### src/design/chained_hash_set_insert_if_absent_top_assert.svh
// Assertion macros shared by the hash set design files
`ifndef CHAINED_HASH_SET_INSERT_IF_ABSENT_TOP_ASSERT_SVH
`define CHAINED_HASH_SET_INSERT_IF_ABSENT_TOP_ASSERT_SVH

`ifndef NO_ASSERTIONS

// Same-cycle implication, checked on clk and masked while rst_n is low
`define CHS_ASSERT_IMP(name, ante, cons) \
    name: assert property (@(posedge clk) disable iff (!rst_n) (ante) |-> (cons)) \
        else $error("hash set check failed");

// Next-cycle implication, checked on clk and masked while rst_n is low
`define CHS_ASSERT_NEXT(name, ante, cons) \
    name: assert property (@(posedge clk) disable iff (!rst_n) (ante) |=> (cons)) \
        else $error("hash set check failed");

`else

`define CHS_ASSERT_IMP(name, ante, cons)
`define CHS_ASSERT_NEXT(name, ante, cons)

`endif

`endif

### src/design/chs_ram.sv
// Generic single-port-write, single-port-read RAM with registered read
module chs_ram #(
    parameter int WIDTH = 8,
    parameter int DEPTH = 16
) (
    input  logic                                      clk,
    input  logic                                      wr_en,
    input  logic [((DEPTH > 1) ? $clog2(DEPTH) : 1)-1:0] wr_addr,
    input  logic [WIDTH-1:0]                          wr_data,
    input  logic                                      rd_en,
    input  logic [((DEPTH > 1) ? $clog2(DEPTH) : 1)-1:0] rd_addr,
    output logic [WIDTH-1:0]                          rd_data
);

    logic [WIDTH-1:0] mem_reg [DEPTH];

    // Write port and registered read port
    always_ff @(posedge clk)
    begin
        if (wr_en)
        begin
            mem_reg[wr_addr] <= wr_data;
        end
        if (rd_en)
        begin
            rd_data <= mem_reg[rd_addr];
        end
    end

endmodule

### config.mk
export PLATFORM = sky130hd
export DESIGN_NAME = chs_ram
export DESIGN_NICKNAME = d
export VERILOG_FILES = /design/src/design/chained_hash_set_insert_if_absent_top_assert.svh /design/src/design/chs_ram.sv
export SDC_FILE = /design/constraint.sdc
export NUM_CORES = 1
export LEC_CHECK = 0
export ABC_CLOCK_PERIOD_IN_PS = 2800
export BUFFER_PORTS_ARGS = -buffer_cell sky130_fd_sc_hd__clkbuf_2
export CORE_MARGIN = 3
export CORE_UTILIZATION = 49
export DETAILED_ROUTE_END_ITERATION = 16
export PLACE_DENSITY = 0.63
export SLEW_MARGIN = 10
export SYNTH_ARGS = -nofsm -noshare
export SYNTH_HDL_FRONTEND = slang
export SYNTH_SLANG_ARGS = --single-unit
### constraint.sdc
create_clock -name clk -period 2.8 [get_ports clk]
set_input_delay 0.42 -clock clk [delete_from_list [all_inputs] [get_ports clk]]
set_output_delay 0.42 -clock clk [all_outputs]
set_load 0.01 [all_outputs]
* Word level (Yosys, flattened, before mapping) *
Memory sizes are Yosys's and may differ from the RTL's. A register that Yosys moved wholly into a read port is not among the register bits.
Cells that the tools add are included.

word-level totals
  RAM bits = 128
  memories kept = 1
  flip-flop bits (word level) = 0
  bits of input ports = 19
  output and inout bits = 8
  logic and storage cells = 3

memory list
  name     depth  bits a word  rd ports  clocked after Yosys merged registers in  write ports  RTL line       RTL
  mem_reg  16     8            1         1                                        1            chs_ram.sv:15  logic [WIDTH-1:0] mem_reg [DEPTH];

operators by class
  mux-type cells = 2

operators with widths
  operator          count
  2-to-1 mux 1 bit  2

* Depth between registers and ports, before layout *
  word-level depth = 2
  mapped depth = 5
  gate-level depth less buffers = 3

* Least setup slack after synthesis *
OpenSTA, ideal clock, no wires.

  kind = input-to-reg
  from = input wr_addr[2] (netlist bit)
  to = memory mem_reg[0][0] (enable)
  buffers on the path = 0
  library setup time = 383 ps
  stages = 2
  arrival time = 1530 ps
  data required time = 2417 ps
  slack = 887 ps
  cells stage by stage = or3b_2 > nor3_1

RTL lines
  item                RTL line       RTL
  start: declaration  chs_ram.sv:8   input logic [((DEPTH > 1) ? $clog2(DEPTH) : 1)-1:0] wr_addr,
  end: declaration    chs_ram.sv:15

Straight into the memory's write port.

==> tab_implementation.tex <==
\begin{tabular}{lr}
\hline
Metric & Value \\
\hline
\multicolumn{2}{l}{\textbf{Outcome}} \\
Status & finished, final reports clean \\
\multicolumn{2}{l}{\textbf{STA}} \\
Number of max-slew violations in the final report & 0 \\
Final hold viol count & 0 \\
Transition time at the pin with the least slew margin & 0.793 ns \\
Fmax & 668 MHz \\
Fin crit share & 0.534 \\
Total negative setup slack & 0 ns \\
Time the final worst path needs with I/O delays and setup & 1.50 ns \\
RSZ-0062 raised after global routing & false \\
Worst rel slew slack & 0.469 \\
Final Setup Violations & 0 \\
Fin Clk Skew & roughly 0.0072 ns \\
\multicolumn{2}{l}{\textbf{Logic synthesis}} \\
Number of different library cells in the post-synthesis netlist & 18 \\
Post-Synthesis Cell Area & roughly 0.0052 mm2 \\
Synthesized flop and latch total & 136 \\
Mux cell area share after synthesis & 0.148 \\
Area fraction in compound gates after synthesis & 0.0230 \\
Area share of fa/ha/maj cells after synthesis & 0 \\
Area fraction in and, or, nand and nor cells after synthesis & 0.0314 \\
Main combinational cell family by area after synthesis & multiplexers \\
Warnings, synthesis & 0 \\
Number of nets produced by synthesis & 248 \\
Register area share after synthesis & 0.781 \\
Mean instance size in the synthesized netlist & 22.8 um2 \\
Number of instances in the synthesized netlist & 229 \\
XOR/XNOR Fraction of Synth Area & 0 \\
\multicolumn{2}{l}{\textbf{Critical path}} \\
Data required time at the worst endpoint & 3.06 ns \\
CP Buf/Inv Count & 0 \\
CP peak stage delay & 0.51 ns \\
Count of cells along the worst register-to-register path & 3 \\
Critical Path Start & mem\_reg[2][3] \\
Setup slack on the worst flop-to-flop path & 1.30 ns \\
Endpoint of the most critical register-to-register path & rd\_data[3] \\
Launching point of the worst reg2reg path & mem\_reg[2][3] \\
Endpoint type of the worst setup path & register \\
Setup Crit Path Kind & reg -> reg \\
Sort of element at the start of the critical path & register \\
Critical path's slowest cell & sky130\_fd\_sc\_hd\_\_mux4\_1 \\
Series of cell instances along the critical path & mux4\_1, a22oi\_1, nand2\_1 \\
Endpoint arrival time on the critical path & between 1.5 and 2 ns \\
Crit-path max FO & 1 \\
Kind of cell adding the most delay to the critical path & multiplexers \\
\multicolumn{2}{l}{\textbf{Placed design}} \\
Total instance count after detailed placement & just under 400 \\
Placer congestion estimate & about 0.7 \\
Port bufs & 26 \\
Estimated wirelength of the detail-placed design & 6.14 mm \\
\multicolumn{2}{l}{\textbf{Detailed routing}} \\
Iteration count of the initial detailed-routing pass & 6 \\
DRC viols & 0 \\
Total routed wirelength & $\sim$10 mm \\
Wire length per cell & 23.8 um \\
Via count normalized by instance count & about 5.8 \\
Via total after detailed routing & roughly 2,500 \\
Post-route antenna net violation count & 0 \\
Count of routing violations after the opening detailed-route iteration & 188 \\
\multicolumn{2}{l}{\textbf{Clock tree}} \\
Bufs on Longest Clock Path & 2 \\
Clock insertion delay at the later pin of the skew report & 0.51 ns \\
Clock buffers created by TritonCTS & 17 \\
Depth of the CTS H-tree & 4 \\
Buffer cell driving the clock tree root & sky130\_fd\_sc\_hd\_\_clkbuf\_8 \\
Post-CTS Setup Repair Bufs & 0 \\
Clock slew at the register clock pins of the worst setup and hold paths & around 0.06 ns \\
Sinks on Clock Net & 136 \\
Post-cts sizing count & 0 \\
Hold\_buf cts & 0 \\
Clock tree from TritonCTS & done \\
\multicolumn{2}{l}{\textbf{GRT}} \\
Global-route wire length before repair & 15.2 mm \\
Initial antenna violation count & 0 \\
Vias in the first global route & 2,422 \\
Global routing usage summed across all routing layers & 0.188 \\
Gr ovfl total & 0 \\
Pin count of the biggest net entering global routing & 33 \\
\multicolumn{2}{l}{\textbf{Floorplanning}} \\
Die X & 109 um \\
Top-level I/O count & 27 \\
Area inside the core boundary & 0.0104 mm2 \\
Height of the chip & 109 um \\
Total Die Area & 0.0119 mm2 \\
\# rows & 37 \\
Initial standard-cell utilization of the core & 0.504 \\
\multicolumn{2}{l}{\textbf{Hold path}} \\
Path category of the worst min-delay check & in -> reg \\
Worst hold stages & 1 \\
Start point of the worst min-delay path & wr\_data[2] \\
Destination of the worst hold path & mem\_reg[6][2] \\
\multicolumn{2}{l}{\textbf{Power and ir drop}} \\
Standby leakage power & 2.12 nW \\
Ratio of total power to cell area & between 700 and 800 mW/mm2 \\
Peak supply drop & 0.442 mV \\
\multicolumn{2}{l}{\textbf{Finish}} \\
Share of cells above drive strength 1 & 0.308 \\
Final std cells w/o fill & 428 \\
Most frequent standard cell in the layout excluding fill and tap cells & sky130\_fd\_sc\_hd\_\_edfxtp\_1 \\
Number of flip-flops under the largest register name & 128 \\
Most frequent cells in the layout & sky130\_fd\_sc\_hd\_\_edfxtp\_1, sky130\_fd\_sc\_hd\_\_clkbuf\_2, sky130\_fd\_sc\_hd\_\_mux4\_2 \\
Signed area change from the synthesized netlist to the final layout & 19.1\% \\
Nets & 298 \\
Antenna cells & 0 \\
\multicolumn{2}{l}{\textbf{Run}} \\
Number of violations of the max-capacitance limit & 0 \\
\hline
\end{tabular}
[through the flow]
| stage | util | worst slack (ns) | cell area [um2] | power [mW] | hold slack (ns) |
|---|---|---|---|---|---|
| 5_1_grt | 0.601 | 1.21 | 6230 | 5.13 | 0.346 |
| 4_1_cts | 0.601 | 1.28 | 6230 | 5.01 | 0.300 |
| 3_5_place_dp | 0.537 | 0.766 | 5570 | 2.56 | 0.728 |
| 6_report | 0.601 | 1.30 | 6230 | 4.97 | 0.317 |
| 2_1_floorplan | - | 0.887 | 5230 | 2.47 | 0.519 |
| 3_3_place_gp | 0.537 | 0.779 | 5570 | 2.55 | 0.719 |
[power by group]
| group | internal, mW | switching [mW] |
|---|---|---|
| clock network | 1.63 | 0.823 |
| registers | 2.29 | 0.0120 |
| logic | 0.0857 | 0.121 |
[cells in the mapped netlist (all sizes together)]
cell type | count | share of area
clkdlybuf4s25 | 3 | 0.0057
nand2b | 2 | 0.0024
nor3 | 4 | 0.0038
nor2b | 1 | 0.0012
and2 | 1 | 0.0012
nor2 | 13 | 0.0093
or3b | 1 | 0.0017
a22oi | 16 | 0.023
mux4 | 32 | 0.15
nand3b | 2 | 0.0029
edfxtp | 136 | 0.78
nand2 | 9 | 0.0065
buf | 7 | 0.011
nand3 | 1 | 0.00096
and2b | 1 | 0.0014
[cell families (layout without fill, tap and decap cells)]
kind of cell	after synthesis	count (layout)
and+or+nand+nor	35	35
DFF	136	136
buffers and inverters	10	73
AOI/OAI and AO/OA	16	16
muxes	32	32
[worst max-delay path by stage]
stage	end	slack (ns)	depth (start not counted)
detailed placement	rd_data[3]	0.77	5
finish	rd_data[3]	1.30	3
global route	rd_data[5]	1.21	5
CTS	rd_data[1]	1.28	1
global placement	rd_data[1]	0.78	5
floorplan	mem_reg[0][0]	0.89	2
[worst reg2reg max path: cells and delay by family (launching register included)]
family           cells  cell delay, ns
AND/OR/NAND/NOR      1            0.08
AO/OA/AOI/OAI        1            0.29
flip-flops           1            0.37
multiplexers         1            0.51
[metal layers]
| metal | vias to the layer above | track usage | part of all wire |
|---|---|---|---|
| met5 | - | 0 | 0 |
| met4 | 0 | 0.0650 | 0.013 |
| met3 | 13 | 0.0474 | 0.078 |
| met2 | 106 | 0.279 | 0.49 |
| met1 | 1269 | 0.276 | 0.42 |
| li1 | 1082 | - | - |
[final cells by class]
type | instances | area, um2
fillers | 747 | 4140
well taps | 136 | 170
flip-flops and latches | 136 | 4080
clock inverters | 14 | 244
multi-input cells | 83 | 1060
clock buffers | 18 | 418
repair buffers | 41 | 255
Power figures use the tool's default switching activity.
