File: src/design/chained_hash_set_insert_if_absent_top_assert.svh
// Assertion macros shared by the hash set design files
`ifndef CHAINED_HASH_SET_INSERT_IF_ABSENT_TOP_ASSERT_SVH
`define CHAINED_HASH_SET_INSERT_IF_ABSENT_TOP_ASSERT_SVH

`ifndef NO_ASSERTIONS

// Same-cycle implication, checked on clk and masked while rst_n is low
`define CHS_ASSERT_IMP(name, ante, cons) \
    name: assert property (@(posedge clk) disable iff (!rst_n) (ante) |-> (cons)) \
        else $error("hash set check failed");

// Next-cycle implication, checked on clk and masked while rst_n is low
`define CHS_ASSERT_NEXT(name, ante, cons) \
    name: assert property (@(posedge clk) disable iff (!rst_n) (ante) |=> (cons)) \
        else $error("hash set check failed");

`else

`define CHS_ASSERT_IMP(name, ante, cons)
`define CHS_ASSERT_NEXT(name, ante, cons)

`endif

`endif

File: src/design/chs_pkg.sv
// Constants and types of the chained hash set
package chs_pkg;

    localparam int POOL_ENTRIES = 512;
    localparam int BUCKETS      = 32;
    localparam int TABLES       = 4;

    localparam int KEY_W        = 32;
    localparam int TABLE_W      = 2;
    localparam int SLOTS        = TABLES * BUCKETS;
    localparam int SLOT_W       = (SLOTS > 1) ? $clog2(SLOTS) : 1;
    localparam int POOL_IDX_W   = $clog2(POOL_ENTRIES);
    localparam int POOL_CNT_W   = $clog2(POOL_ENTRIES + 1);

    typedef struct packed {
        logic [TABLE_W-1:0] table_select;
        logic [KEY_W-1:0]   object_key;
    } chs_req_t;

    typedef struct packed {
        logic is_new;
        logic dropped;
    } chs_rsp_t;

    // One pool entry: key plus link to the next entry on the chain
    typedef struct packed {
        logic [KEY_W-1:0]      key;
        logic                  link_valid;
        logic [POOL_IDX_W-1:0] link;
    } chs_entry_t;

    typedef struct packed {
        logic                  rd_en;
        logic [SLOT_W-1:0]     rd_addr;
        logic                  wr_en;
        logic [SLOT_W-1:0]     wr_addr;
        logic [POOL_IDX_W-1:0] wr_index;
    } chs_head_cmd_t;

    typedef struct packed {
        logic                  valid;
        logic [POOL_IDX_W-1:0] index;
    } chs_head_rsp_t;

    typedef struct packed {
        logic                  rd_en;
        logic [POOL_IDX_W-1:0] rd_addr;
        logic                  wr_en;
        logic [POOL_IDX_W-1:0] wr_addr;
        chs_entry_t            wr_data;
    } chs_entry_cmd_t;

endpackage

File: src/design/chs_walk_ctrl.sv
// Chain walk and insert sequencer of the chained hash set
`include "chained_hash_set_insert_if_absent_top_assert.svh"

module chs_walk_ctrl
    import chs_pkg::*;
(
    input  logic           clk,
    input  logic           rst_n,
    input  logic           req_valid,
    output logic           req_stall,
    input  chs_req_t       req_item,
    output logic           rsp_valid,
    input  logic           rsp_stall,
    output chs_rsp_t       rsp_item,
    output chs_head_cmd_t  head_cmd,
    input  chs_head_rsp_t  head_rsp,
    output chs_entry_cmd_t entry_cmd,
    input  chs_entry_t     entry_rdata
);

    typedef enum logic [2:0] {
        S_IDLE,
        S_HEAD,
        S_WALK,
        S_INSERT,
        S_FINISH
    } state_t;

    state_t                state_reg,       state_next;
    logic [KEY_W-1:0]      key_reg,         key_next;
    logic [SLOT_W-1:0]     slot_reg,        slot_next;
    logic                  head_valid_reg,  head_valid_next;
    logic [POOL_IDX_W-1:0] head_index_reg,  head_index_next;
    logic [POOL_CNT_W-1:0] alloc_count_reg, alloc_count_next;
    chs_rsp_t              result_reg,      result_next;
    logic                  rsp_valid_reg,   rsp_valid_next;
    chs_rsp_t              rsp_item_reg,    rsp_item_next;

    logic                  req_table_ok;
    logic [SLOT_W-1:0]     req_slot;
    logic                  pool_full;

    // Map table and key to a bucket slot
    assign req_table_ok = (32'(req_item.table_select) < TABLES);
    assign req_slot     = SLOT_W'(32'(req_item.table_select) * BUCKETS
                                  + req_item.object_key % BUCKETS);
    assign pool_full    = (alloc_count_reg == POOL_CNT_W'(POOL_ENTRIES));

    assign req_stall = (state_reg != S_IDLE);
    assign rsp_valid = rsp_valid_reg;
    assign rsp_item  = rsp_item_reg;

    // Sequence lookup, walk, insert and result transfer
    always_comb
    begin
        state_next       = state_reg;
        key_next         = key_reg;
        slot_next        = slot_reg;
        head_valid_next  = head_valid_reg;
        head_index_next  = head_index_reg;
        alloc_count_next = alloc_count_reg;
        result_next      = result_reg;
        rsp_valid_next   = rsp_valid_reg && rsp_stall;
        rsp_item_next    = rsp_item_reg;
        head_cmd         = '0;
        entry_cmd        = '0;

        unique case (state_reg)
            S_IDLE:
            begin
                if (req_valid)
                begin
                    key_next  = req_item.object_key;
                    slot_next = req_slot;
                    if (req_table_ok)
                    begin
                        head_cmd.rd_en   = 1'b1;
                        head_cmd.rd_addr = req_slot;
                        state_next       = S_HEAD;
                    end
                    else
                    begin
                        result_next = '0;
                        state_next  = S_FINISH;
                    end
                end
            end
            S_HEAD:
            begin
                head_valid_next = head_rsp.valid;
                head_index_next = head_rsp.index;
                if (head_rsp.valid)
                begin
                    entry_cmd.rd_en   = 1'b1;
                    entry_cmd.rd_addr = head_rsp.index;
                    state_next        = S_WALK;
                end
                else
                begin
                    state_next = S_INSERT;
                end
            end
            S_WALK:
            begin
                if (entry_rdata.key == key_reg)
                begin
                    result_next = '0;
                    state_next  = S_FINISH;
                end
                else if (entry_rdata.link_valid)
                begin
                    entry_cmd.rd_en   = 1'b1;
                    entry_cmd.rd_addr = entry_rdata.link;
                end
                else
                begin
                    state_next = S_INSERT;
                end
            end
            S_INSERT:
            begin
                if (pool_full)
                begin
                    result_next = '{is_new: 1'b0, dropped: 1'b1};
                end
                else
                begin
                    // Link the fresh entry in as the new chain head
                    entry_cmd.wr_en              = 1'b1;
                    entry_cmd.wr_addr            = alloc_count_reg[POOL_IDX_W-1:0];
                    entry_cmd.wr_data.key        = key_reg;
                    entry_cmd.wr_data.link_valid = head_valid_reg;
                    entry_cmd.wr_data.link       = head_index_reg;
                    head_cmd.wr_en               = 1'b1;
                    head_cmd.wr_addr             = slot_reg;
                    head_cmd.wr_index            = alloc_count_reg[POOL_IDX_W-1:0];
                    alloc_count_next             = alloc_count_reg + 1'b1;
                    result_next                  = '{is_new: 1'b1, dropped: 1'b0};
                end
                state_next = S_FINISH;
            end
            S_FINISH:
            begin
                if (!rsp_valid_reg || !rsp_stall)
                begin
                    rsp_valid_next = 1'b1;
                    rsp_item_next  = result_reg;
                    state_next     = S_IDLE;
                end
            end
            default:
            begin
                state_next = S_IDLE;
            end
        endcase
    end

    // Hold state and registered outputs
    always_ff @(posedge clk or negedge rst_n)
    begin
        if (!rst_n)
        begin
            state_reg       <= S_IDLE;
            alloc_count_reg <= '0;
            rsp_valid_reg   <= 1'b0;
        end
        else
        begin
            state_reg       <= state_next;
            alloc_count_reg <= alloc_count_next;
            rsp_valid_reg   <= rsp_valid_next;
            key_reg         <= key_next;
            slot_reg        <= slot_next;
            head_valid_reg  <= head_valid_next;
            head_index_reg  <= head_index_next;
            result_reg      <= result_next;
            rsp_item_reg    <= rsp_item_next;
        end
    end

    `CHS_ASSERT_IMP(a_alloc_bound, 1'b1, alloc_count_reg <= POOL_CNT_W'(POOL_ENTRIES))
    `CHS_ASSERT_IMP(a_insert_pair, 1'b1, head_cmd.wr_en == entry_cmd.wr_en)
    `CHS_ASSERT_NEXT(a_alloc_step, entry_cmd.wr_en, alloc_count_reg == $past(alloc_count_reg) + 1'b1)
    `CHS_ASSERT_IMP(a_drop_full, rsp_valid && rsp_item.dropped, pool_full && !rsp_item.is_new)

endmodule

File: config.mk
export PLATFORM = sky130hd
export DESIGN_NAME = chs_walk_ctrl
export DESIGN_NICKNAME = d
export VERILOG_FILES = /design/src/design/chs_pkg.sv /design/src/design/chs_walk_ctrl.sv
export VERILOG_INCLUDE_DIRS = /design/src /design/src/design
export SDC_FILE = /design/constraint.sdc
export NUM_CORES = 1
export LEC_CHECK = 0
export BUFFER_PORTS_ARGS = -buffer_cell sky130_fd_sc_hd__buf_2
export CAP_MARGIN = 10
export CORE_UTILIZATION = 44
export CTS_CLUSTER_DIAMETER = 50
export DETAILED_ROUTE_END_ITERATION = 8
export GPL_TIMING_DRIVEN = 1
export PLACE_DENSITY = 0.87
export SLEW_MARGIN = 20
export SYNTH_ARGS = -nofsm -noshare
export SYNTH_HDL_FRONTEND = slang
export SYNTH_SLANG_ARGS = --single-unit
File: constraint.sdc
create_clock -name clk -period 3 [get_ports clk]
set_input_delay 0.3 -clock clk [delete_from_list [all_inputs] [get_ports clk]]
set_output_delay 0.3 -clock clk [all_outputs]
set_load 0.02 [all_outputs]
# Word level (Yosys, flattened, before mapping)
# Index checks and enable logic that the tools add are counted.
# totals
ff_bits	67
input_bits	90
output_inout_bits	91
wordCells	58
# op_classes
n_bitwise	1
reduce_logical	13
add_sub_neg	2
muxes	21
eq_ne	10
# op_table
op	n
two-way mux 52 bit	2
two-way mux 17 bit	2
== test 32 bit	1
two-way mux 10 bit	3
one-hot mux 10 bit (2 select lines)	1
two-way mux 8 bit	2
one-hot mux 3 bit (5 select lines)	1
two-way mux 3 bit	4
AND reduction 3 bit	4
adder 10 x 1 -> 10 bit, second input constant	1
== test 10 bit, second input constant	1
adder 7 x 5 -> 7 bit	1
== test 3 x 2 -> 1 bit, second input constant	2
inequality test 2 bit, second input constant	3
two-way mux 2 bit	2
one-hot mux 2 bit (2 select lines)	1
AND reduction 2 bit	2
== test 3 x 1 -> 1 bit, second input constant	1
== test 3 bit, second input constant	1
logical NOT 3 bit	1
two-way mux 1 bit	3
inequality test 3 bit, second input constant	1
nonzero test 3 bit	1
logical NOT 1 bit	2
4 further kinds	4

# Logic depth before layout (Yosys ltp)
# Gate-level depths: netlist of run 1.
# logic_depth
word_depth	4
mapped_depth	8
mapped_depth_nobuf	6

# Worst setup path after synthesis of run 1
# Ideal clock, no wire load.
# synth_path
path_type	reg-to-reg
startpoint	reg state_reg[0]
endpoint	reg key_reg[0], enable pin
setup_time_ps	394
synth_period_minus_slack_ps	2721
arrival_time_ps	2326
t_required_ps	2606
slack_ps	279
path_buffers	0
stages_incl_launch_ff	4
cell_sequence	dfrtp_1 > or3_1 > nor2_1 > and2_1
# synth_between
elab_chain_len	2
# synth_rtl
element	line_no	source
start, declared	chs_walk_ctrl.sv:29	state_t state_reg, state_next;
start signal, assigned	chs_walk_ctrl.sv:169	state_reg <= state_next;
logical NOT 3 bit	chs_walk_ctrl.sv:68	unique case (state_reg)
AND reduction 3 bit (no line)	--	
end signal, assigned	chs_walk_ctrl.sv:172	key_reg <= key_next;
end, declared	chs_walk_ctrl.sv:30	logic [KEY_W-1:0] key_reg, key_next;
# No other way between the ends.
# A chain may end at the register's enable or synchronous reset.

==> key figures, run 1 <==
Status
  – Status: complete, no violations

Cells and area
  – Max reg flops: 32
  – Layout cell share with drive strength beyond 1: 0.465
  – Fin cells: 533
  – Nets: 524
  – Design Area, Final: 0.00427 mm^2
  – Layout Area Growth over Synthesis: 35.1%
  – Inserted Diodes: 0
  – Fin util: 0.622

STA
  – Final Slew Violations: 0
  – Final Hold Fails: 0
  – Slew Limit Headroom: 0.636
  – Hold slack final: 142 ps
  – Unrepaired setup endpoints after global routing: false
  – Max Freq: 0.379 GHz
  – Final Cycle Share: 0.879
  – Setup TNS: 0 ps
  – Final min period: 2640 ps
  – Tightest Pin Transition: 545 ps
  – Setup-failing EPs final: 0
  – Layout Skew: 11.4 ps
  – Setup WS post-layout: 364 ps

Worst hold path
  – Worst Hold Class: in2reg
  – Hold path depth: 1
  – HP Start: req_item[7]
  – Sink of the worst hold path: key_reg[7]

Pwr
  – Peak supply drop: 351 uV
  – Pwr per Cell Area: 721 mW/mm^2
  – Leakage power: 2.04 nW
  – Total power: 3.08 mW

Yosys
  – Synth unique cells: 31
  – Seq cells post-synth: 62
  – Synth Flop Type: edfxtp_1
  – Synth cell count leaders: and2_1 (60), edfxtp_1 (48), xnor2_1 (39), buf_4 (15), dfrtp_1 (14)
  – FFs w/ async S/R, synth: 0.226
  – Largest cells by area after synthesis: edfxtp_1 (46%), and2_1 (12%), dfrtp_1 (11%)
  – Gate Count Post-Synth: 261
  – Syn Area/Cell: 12.1 um^2
  – Number of synthesized flops with an enable pin: 48
  – Syn_nets: 353
  – Synth warn: 0
  – Register area share after synthesis: 0.566
  – Share of the synthesized area in the top cell type: 0.456
  – Post-Syn Area: 0.00316 mm^2
  – Top cell type by total area after synthesis: edfxtp_1
  – Cell with the most instances after synthesis: and2_1

Worst setup path
  – Req. time, crit path: 2700 ps
  – CP cell instances: xnor2_1 > nand4_1 > nor4_1 > nand2_1 > a32o_1 > buf_2
  – Crit Path Max Fanout: 14
  – Slowest stage delay, CP: 430 ps
  – Cells on worst reg2reg path: 5
  – Worst path arrival time: 2340 ps
  – Slowest CP cell: edfxtp_1
  – Crit Path Class: reg2out
  – Reg2reg end: result_reg[0]
  – Critical Path Source Type: register
  – CP Capture Type: primary output
  – RR Startpoint: key_reg[27]
  – R2r setup slk: 850 ps

Placed design
  – Input/output buffers: 180
  – Placed cell count: 516
  – HPWL Detailed: 6380 um
  – DP Worst Slack: 726 ps
  – GP Congestion: 0.861
  – Post-placement cell area: 0.00406 mm^2

Global route
  – GRT Total Usage: 0.224
  – GRT met3 Usage: 0.0552
  – GRT Residual Overflow: 0
  – GR Util met1: 0.266
  – Initial antenna violation count: 0
  – Grt peak-use layer: met2
  – First-pass GRT wire length: 12500 um
  – GRT met2 Usage: 0.389
  – Number of global-route vias before repair: 2595
  – Largest net degree at the start of global routing: 35

CTS
  – CTS clk-pin slew, worst paths: 70 ps
  – Worst skew pair latency: 330 ps
  – Total CTS buffers: 9
  – CTS H-Tree Depth: 3
  – CTS max path bufs: 2
  – CTS root buf: clkbuf_8
  – Clock Sinks: 62
  – Post CTS Setup Buffer Count: 0
  – CTS tree: built

Routing
  – Drt first-iter violations: 98
  – Drt pass-1 iters: 4
  – WL/cell: 15.2 um
  – Residual DRC: 0
  – Vias: 2552
  – Avg Vias per Cell: 4.79
  – Number of antenna-violating nets in the routed design: 0
  – Routed WL: 8100 um

Flow run
  – # Max-Cap Violations: 0

Die
  – Row Count: 30
  – Core area: 0.00687 mm^2
  – Io pins: 181
  – Die footprint: 0.00753 mm^2
  – Die width: 86.8 um
  – Die H: 86.8 um
  – Starting Density: 0.460
==> critical path: cells and delay by family (launching register included) <==
kind,cells,cell delay (ps)
simple gates,3,850
flops,1,430
compound gates,1,380
xor+xnor,1,180
buf+inv,1,160
==> metal layers <==
metal | vias to the layer above | part of all wire
met5 | - | 0
met4 | 0 | 0.023
met3 | 18 | 0.052
met2 | 100 | 0.51
met1 | 1202 | 0.41
li1 | 1232 | -
==> cell type report <==
type,count,area (um^2)
clock buffer,11,131
multi-input combinational,170,1190
fill,601,2600
sequential,62,1790
timing repair buffer,184,946
clock inverter,5,73.8
inverter,5,18.8
tap,96,120
==> power by group <==
group	switching, mW	internal [mW]	total, mW	leakage [nW]
clock network	0.311	0.463	0.774	0.105
registers	0.0964	1.08	1.18	0.623
logic	0.685	0.444	1.13	1.32
total	1.09	1.99	3.08	2.04
==> placed cells by master (no fill, tap or decap), types with 5 or more instances in the layout <==
cell      synthesis  final
clkbuf_8          0      9
and3_1            5      5
inv_1             5      5
a32o_1            9      9
and2_1           60     60
dfrtp_1          14     14
nor2_1            8      8
xnor2_1          39     39
edfxtp_1         48     48
nand2_1          11     11
buf_2             6    180
nand4_1          10     10
==> how the worst max path moves through the flow <==
stage	start	to	slack [ps]	cells after the start
after floorplan	state_reg[0]	key_reg[0]	280	3
after global placement	state_reg[2]	entry_cmd[17]	740	6
after detailed placement	state_reg[2]	entry_cmd[17]	730	6
after CTS	key_reg[1]	entry_cmd[58]	360	6
after global routing	key_reg[1]	entry_cmd[59]	150	6
final	key_reg[27]	entry_cmd[59]	360	6
==> what timing repair did <==
item	4_1_cts	5_1_grt
gates resized for setup	0	0
hold buffers	1	0
endpoints found under the hold margin	14	0
==> cells by family (layout without fill, tap and decap cells) <==
family                     after synthesis  in the layout  share of synthesized area
and+or+nand+nor                        111            111                      0.209
DFF                                     62             62                      0.566
xor gates and xnor gates                41             41                      0.114
buffers and inverters                   29            205                     0.0593
AOI/OAI and AO/OA                       16             16                     0.0439
adders and majority gates                2              2                    0.00791
Power figures use the tool's default switching activity.
==> run 2: changes to the inputs <==
Settings changed: CORE_UTILIZATION 44 to 48, PLACE_DENSITY 0.87 to 0.93.
Clock period 3 ns to 3.07 ns, I/O delays scaled along.
==> run 2 against run 1 <==
  * Clock skew is 4.0 ps lower
  * Sequential power about the same
  * Largest power group unchanged
  * Register-to-register slack got worse by 50 ps
  * Combinational power about the same
==> key figures, run 2 (same netlist as run 1, synthesis figures left out) <==
CTS
  – CTS max path bufs: 2
  – Total CTS buffers: 9
  – Worst skew pair latency: 330 ps
  – Post CTS Setup Buffer Count: 0
  – CTS root buf: clkbuf_8
  – Hold Buf Count CTS: 1
  – Post_cts resized: 0
  – CTS tree: built
  – CTS H-Tree Depth: 3
  – CTS clk-pin slew, worst paths: 70 ps
  – Clock Sinks: 62

Worst setup path
  – CP Capture Type: primary output
  – R2r setup slk: 800 ps
  – Crit Path Class: reg2out
  – Cells on worst reg2reg path: 5
  – Worst path arrival time: 2460 ps
  – RR Startpoint: key_reg[1]
  – Crit Path Max Fanout: 14
  – Req. time, crit path: 2760 ps
  – Critical Path Source Type: register
  – Reg2reg end: result_reg[0]

Routing
  – Routed WL: 7850 um
  – Avg Vias per Cell: 5.01
  – Drt first-iter violations: 110
  – Number of antenna-violating nets in the routed design: 0
  – Residual DRC: 0
  – Vias: 2581
  – WL/cell: 15.2 um
  – Drt pass-1 iters: 4

STA
  – Unrepaired setup endpoints after global routing: false
  – Max Freq: 0.362 GHz
  – Final min period: 2760 ps
  – Final Slew Violations: 0
  – Layout Skew: 7.37 ps
  – Setup-failing EPs final: 0
  – Tightest Pin Transition: 606 ps
  – Setup WS post-layout: 306 ps
  – Setup TNS: 0 ps
  – Slew Limit Headroom: 0.595
  – Final Hold Fails: 0
  – Final Cycle Share: 0.900

Pwr
  – Pwr per Cell Area: 689 mW/mm^2
  – Peak supply drop: 414 uV
  – Leakage power: 2.04 nW

Placed design
  – DP Worst Slack: 673 ps
  – Input/output buffers: 180
  – HPWL Detailed: 6130 um
  – GP Congestion: 0.897
  – Post-placement cell area: 0.00403 mm^2

Global route
  – GRT Total Usage: 0.238
  – First-pass GRT wire length: 12500 um
  – Number of global-route vias before repair: 2569
  – Initial antenna violation count: 0
  – GRT Residual Overflow: 0
  – Largest net degree at the start of global routing: 35

Cells and area
  – Commonest non-fill, non-tap cell in the layout: buf_2
  – FF/Latch Area: 0.00179 mm^2
  – Design Area, Final: 0.00422 mm^2
  – Nets: 525
  – Max reg flops: 32
  – Footprint of the multi-input gates: 0.00119 mm^2
  – Inserted Diodes: 0
  – Fill count: 484
  – Layout Area Growth over Synthesis: 33.4%
  – Commonest non-fill, non-tap cells in the layout: buf_2 (180), and2_1 (60), edfxtp_1 (48)
  – Layout cell share with drive strength beyond 1: 0.468

Worst hold path
  – Worst Hold Class: in2reg
  – Sink of the worst hold path: key_reg[18]
  – HP Start: req_item[18]
  – Hold path depth: 1

Die
  – Starting Density: 0.498
  – Io pins: 181
  – Core area: 0.00635 mm^2
  – Die width: 83.2 um
  – Die footprint: 0.00692 mm^2
  – Die H: 83.2 um
  – Row Count: 29

Flow run
  – # Max-Cap Violations: 0

Status
  – Status: complete, no violations
## run 2: changes by cell type in the layout (fill, tap and decap cells not counted)
cell	previous run	this run
clkinv_2	2	4
buf_4	2	4
bufinv_16	2	1
clkinv_1	1	0
buf_12	1	0
## run 2: area by class of cell
type	instances	share of cell area
well taps	77	0.0228
inverters	5	0.00445
clock inverters	5	0.0119
multi-input cells	170	0.282
clock buffers	11	0.0311
flip-flops and latches	62	0.425
repair buffers	185	0.223
## run 2: per-stage QoR
step / instances / total power [mW] / hold slack (ps) / utilization
2_1_floorplan: 261 / 1.91 / 11.4 / -
3_3_place_gp: 498 / 2.23 / 232 / 0.634
3_5_place_dp: 498 / 2.27 / 247 / 0.634
4_1_cts: 515 / 2.94 / 133 / 0.665
5_1_grt: 515 / 3.07 / 128 / 0.665
6_report: 515 / 2.91 / 148 / 0.665
## run 2: how the worst max path moves through the flow
| stage | startpoint | endpoint | slack (ps) | cells after the start |
|---|---|---|---|---|
| 6_report | key_reg[1] | entry_cmd[59] | 310 | 6 |
| 3_5_place_dp | key_reg[1] | entry_cmd[59] | 670 | 6 |
| 4_1_cts | key_reg[1] | entry_cmd[57] | 310 | 6 |
| 3_3_place_gp | state_reg[2] | head_cmd[4] | 770 | 6 |
| 2_1_floorplan | state_reg[0] | key_reg[0] | 350 | 3 |
| 5_1_grt | key_reg[1] | entry_cmd[59] | 130 | 6 |
## run 2: report_power, final
group | leakage (nW) | internal, mW | total (mW) | switching, mW
registers | 0.623 | 1.06 | 1.15 | 0.0913
logic | 1.32 | 0.427 | 1.10 | 0.675
clock network | 0.0968 | 0.370 | 0.659 | 0.290
## run 2: per-layer routing
layer | GRT usage | wire length, um
met1 | 0.272 | 3070
met2 | 0.422 | 4140
met3 | 0.0567 | 445
met4 | 0.105 | 199
met5 | 0 | 0
## run 2: worst max-delay path, stage by stage, from the launching register on
cell	delay (ps)
edfxtp_1	420
xnor2_1	190
nand4_1	140
nor4_1	420
nand2_1	430
a32o_1	380
buf_2	150
==> run 3: changes to the inputs <==
Settings changed: CORE_ASPECT_RATIO from default to 0.5, GPL_ROUTABILITY_DRIVEN from default to 0.
==> run 3 against run 2 <==
  * Die area increased by 0.29%
  * Maximum frequency increased by 2.5%
  * Non-clock buffer count decreased by 1
  * Utilization increased by 3.0 points
  * First-iteration DRC count increased by 61%
  * Critical path depth unchanged
  * Clock-buffer cell count increased by 4
  * Clock skew decreased by 1.1 ps
  * Cell count increased by 1.9%
  * Via count increased by 0.46%
  * Critical path type unchanged
  * Highest routed layer unchanged
==> key figures, run 3 (same netlist as run 1, synthesis figures left out) <==
Status
  – Status: complete, no violations

Worst hold path
  – Hold path depth: 1
  – HP Start: req_item[8]
  – Worst Hold Class: in2reg
  – Sink of the worst hold path: key_reg[8]

Worst setup path
  – Cells on worst reg2reg path: 5
  – Req. time, crit path: 2760 ps
  – Worst path arrival time: 2390 ps
  – CP Capture Type: primary output
  – Critical Path Source Type: register
  – Reg2reg end: result_reg[1]
  – Crit Path Max Fanout: 14
  – Slowest CP cell: nand2_1
  – R2r setup slk: 900 ps
  – Crit Path Class: reg2out
  – Slowest stage delay, CP: 410 ps
  – CP cell instances: xnor2_1 > nand4_1 > nor4_1 > nand2_1 > a32o_1 > buf_2
  – RR Startpoint: key_reg[3]

CTS
  – CTS max path bufs: 2
  – CTS H-Tree Depth: 3
  – Clock Sinks: 62
  – CTS root buf: clkbuf_16
  – Worst skew pair latency: 310 ps
  – Total CTS buffers: 9
  – CTS tree: built
  – CTS clk-pin slew, worst paths: 50 ps

STA
  – Setup-failing EPs final: 0
  – Unrepaired setup endpoints after global routing: false
  – Final min period: 2700 ps
  – Slew Limit Headroom: 0.652
  – Final Cycle Share: 0.878
  – Setup TNS: 0 ps
  – Final Hold Fails: 0
  – Layout Skew: 6.24 ps
  – Final Slew Violations: 0
  – Tightest Pin Transition: 520 ps
  – Max Freq: 0.371 GHz

Cells and area
  – Layout cell share with drive strength beyond 1: 0.462
  – Commonest non-fill, non-tap cells in the layout: buf_2 (180), and2_1 (60), edfxtp_1 (48)
  – Design Area, Final: 0.00431 mm^2
  – Inserted Diodes: 0
  – Commonest non-fill, non-tap cell in the layout: buf_2
  – Max reg flops: 32
  – Layout Area Growth over Synthesis: 36.4%
  – Nets: 524

Die
  – Core area: 0.00621 mm^2
  – Die H: 59.4 um
  – Die footprint: 0.00694 mm^2
  – Io pins: 181
  – Starting Density: 0.510
  – Row Count: 20
  – Die width: 117 um

Placed design
  – Post-placement cell area: 0.00403 mm^2
  – HPWL Detailed: 5870 um
  – Input/output buffers: 180

Pwr
  – Peak supply drop: 451 uV
  – Pwr per Cell Area: 731 mW/mm^2
  – Leakage power: 2.06 nW

Global route
  – Initial antenna violation count: 0
  – GRT Total Usage: 0.229
  – Largest net degree at the start of global routing: 57
  – Number of global-route vias before repair: 2387
  – First-pass GRT wire length: 11500 um
  – GRT Residual Overflow: 0

Routing
  – Residual DRC: 0
  – Avg Vias per Cell: 4.94
  – WL/cell: 14.9 um
  – Drt pass-1 iters: 4
  – Routed WL: 7830 um
  – Drt first-iter violations: 177
  – Vias: 2593
  – Number of antenna-violating nets in the routed design: 0

Flow run
  – # Max-Cap Violations: 0
-- run 3: power breakdown --
part           switching [mW]  total, mW  internal [mW]
Sequential             0.0973       1.16           1.06
Combinational           0.674       1.09          0.419
Clock                   0.315      0.904          0.589
-- run 3: routing by layer --
layer  up-vias  GRT usage  wire, um
met3         6     0.0716       405
li1       1237          -         -
met5         -          0         0
met1      1258      0.254      3020
met4         0     0.0705        56
met2        92      0.428      4350
-- run 3: repair_timing --
| item | 4_1_cts | 5_1_grt |
|---|---|---|
| resized for setup | 0 | 0 |
| setup endpoints to repair | 0 | 0 |
| buffers inserted | 0 | 0 |
| endpoints found under the hold margin | 14 | 0 |
| hold buffers | 1 | 0 |
-- run 3: worst max path at each step --
stage / start / to / slack [ps] / depth (start not counted)
3_3_place_gp: entry_rdata[13] / entry_cmd[56] / 700 / 7
2_1_floorplan: state_reg[0] / key_reg[0] / 350 / 3
3_5_place_dp: entry_rdata[13] / entry_cmd[54] / 680 / 7
6_report: key_reg[3] / entry_cmd[54] / 370 / 6
4_1_cts: key_reg[3] / entry_cmd[54] / 320 / 6
5_1_grt: key_reg[3] / entry_cmd[55] / 210 / 6
-- run 3: layout make-up --
cell class,count,area [um^2]
Fill cell,470,1890
Sequential cell,62,1790
Multi-Input combinational cell,170,1190
Timing Repair Buffer,184,933
Clock buffer,15,268
Tap cell,88,110
Inverter,5,18.8
Clock inverter,1,5.00
-- run 3: metrics by stage --
step	hold WS, ps	util	total power [mW]	setup slack (ps)	cells
floorplan	11.4	-	1.91	349	261
detailed placement	235	0.649	2.25	684	508
global placement	234	0.649	2.22	696	508
CTS	156	0.695	3.17	324	525
finish	168	0.695	3.15	374	525
global route	148	0.695	3.31	213	525
-- run 3: critical path, delay by kind of cell, from the launching register on --
kind,cells,cell delay (ps)
AOI/OAI and AO/OA,1,390
xor gates and xnor gates,1,210
buffers and inverters,1,160
DFF,1,390
and+or+nand+nor,3,930
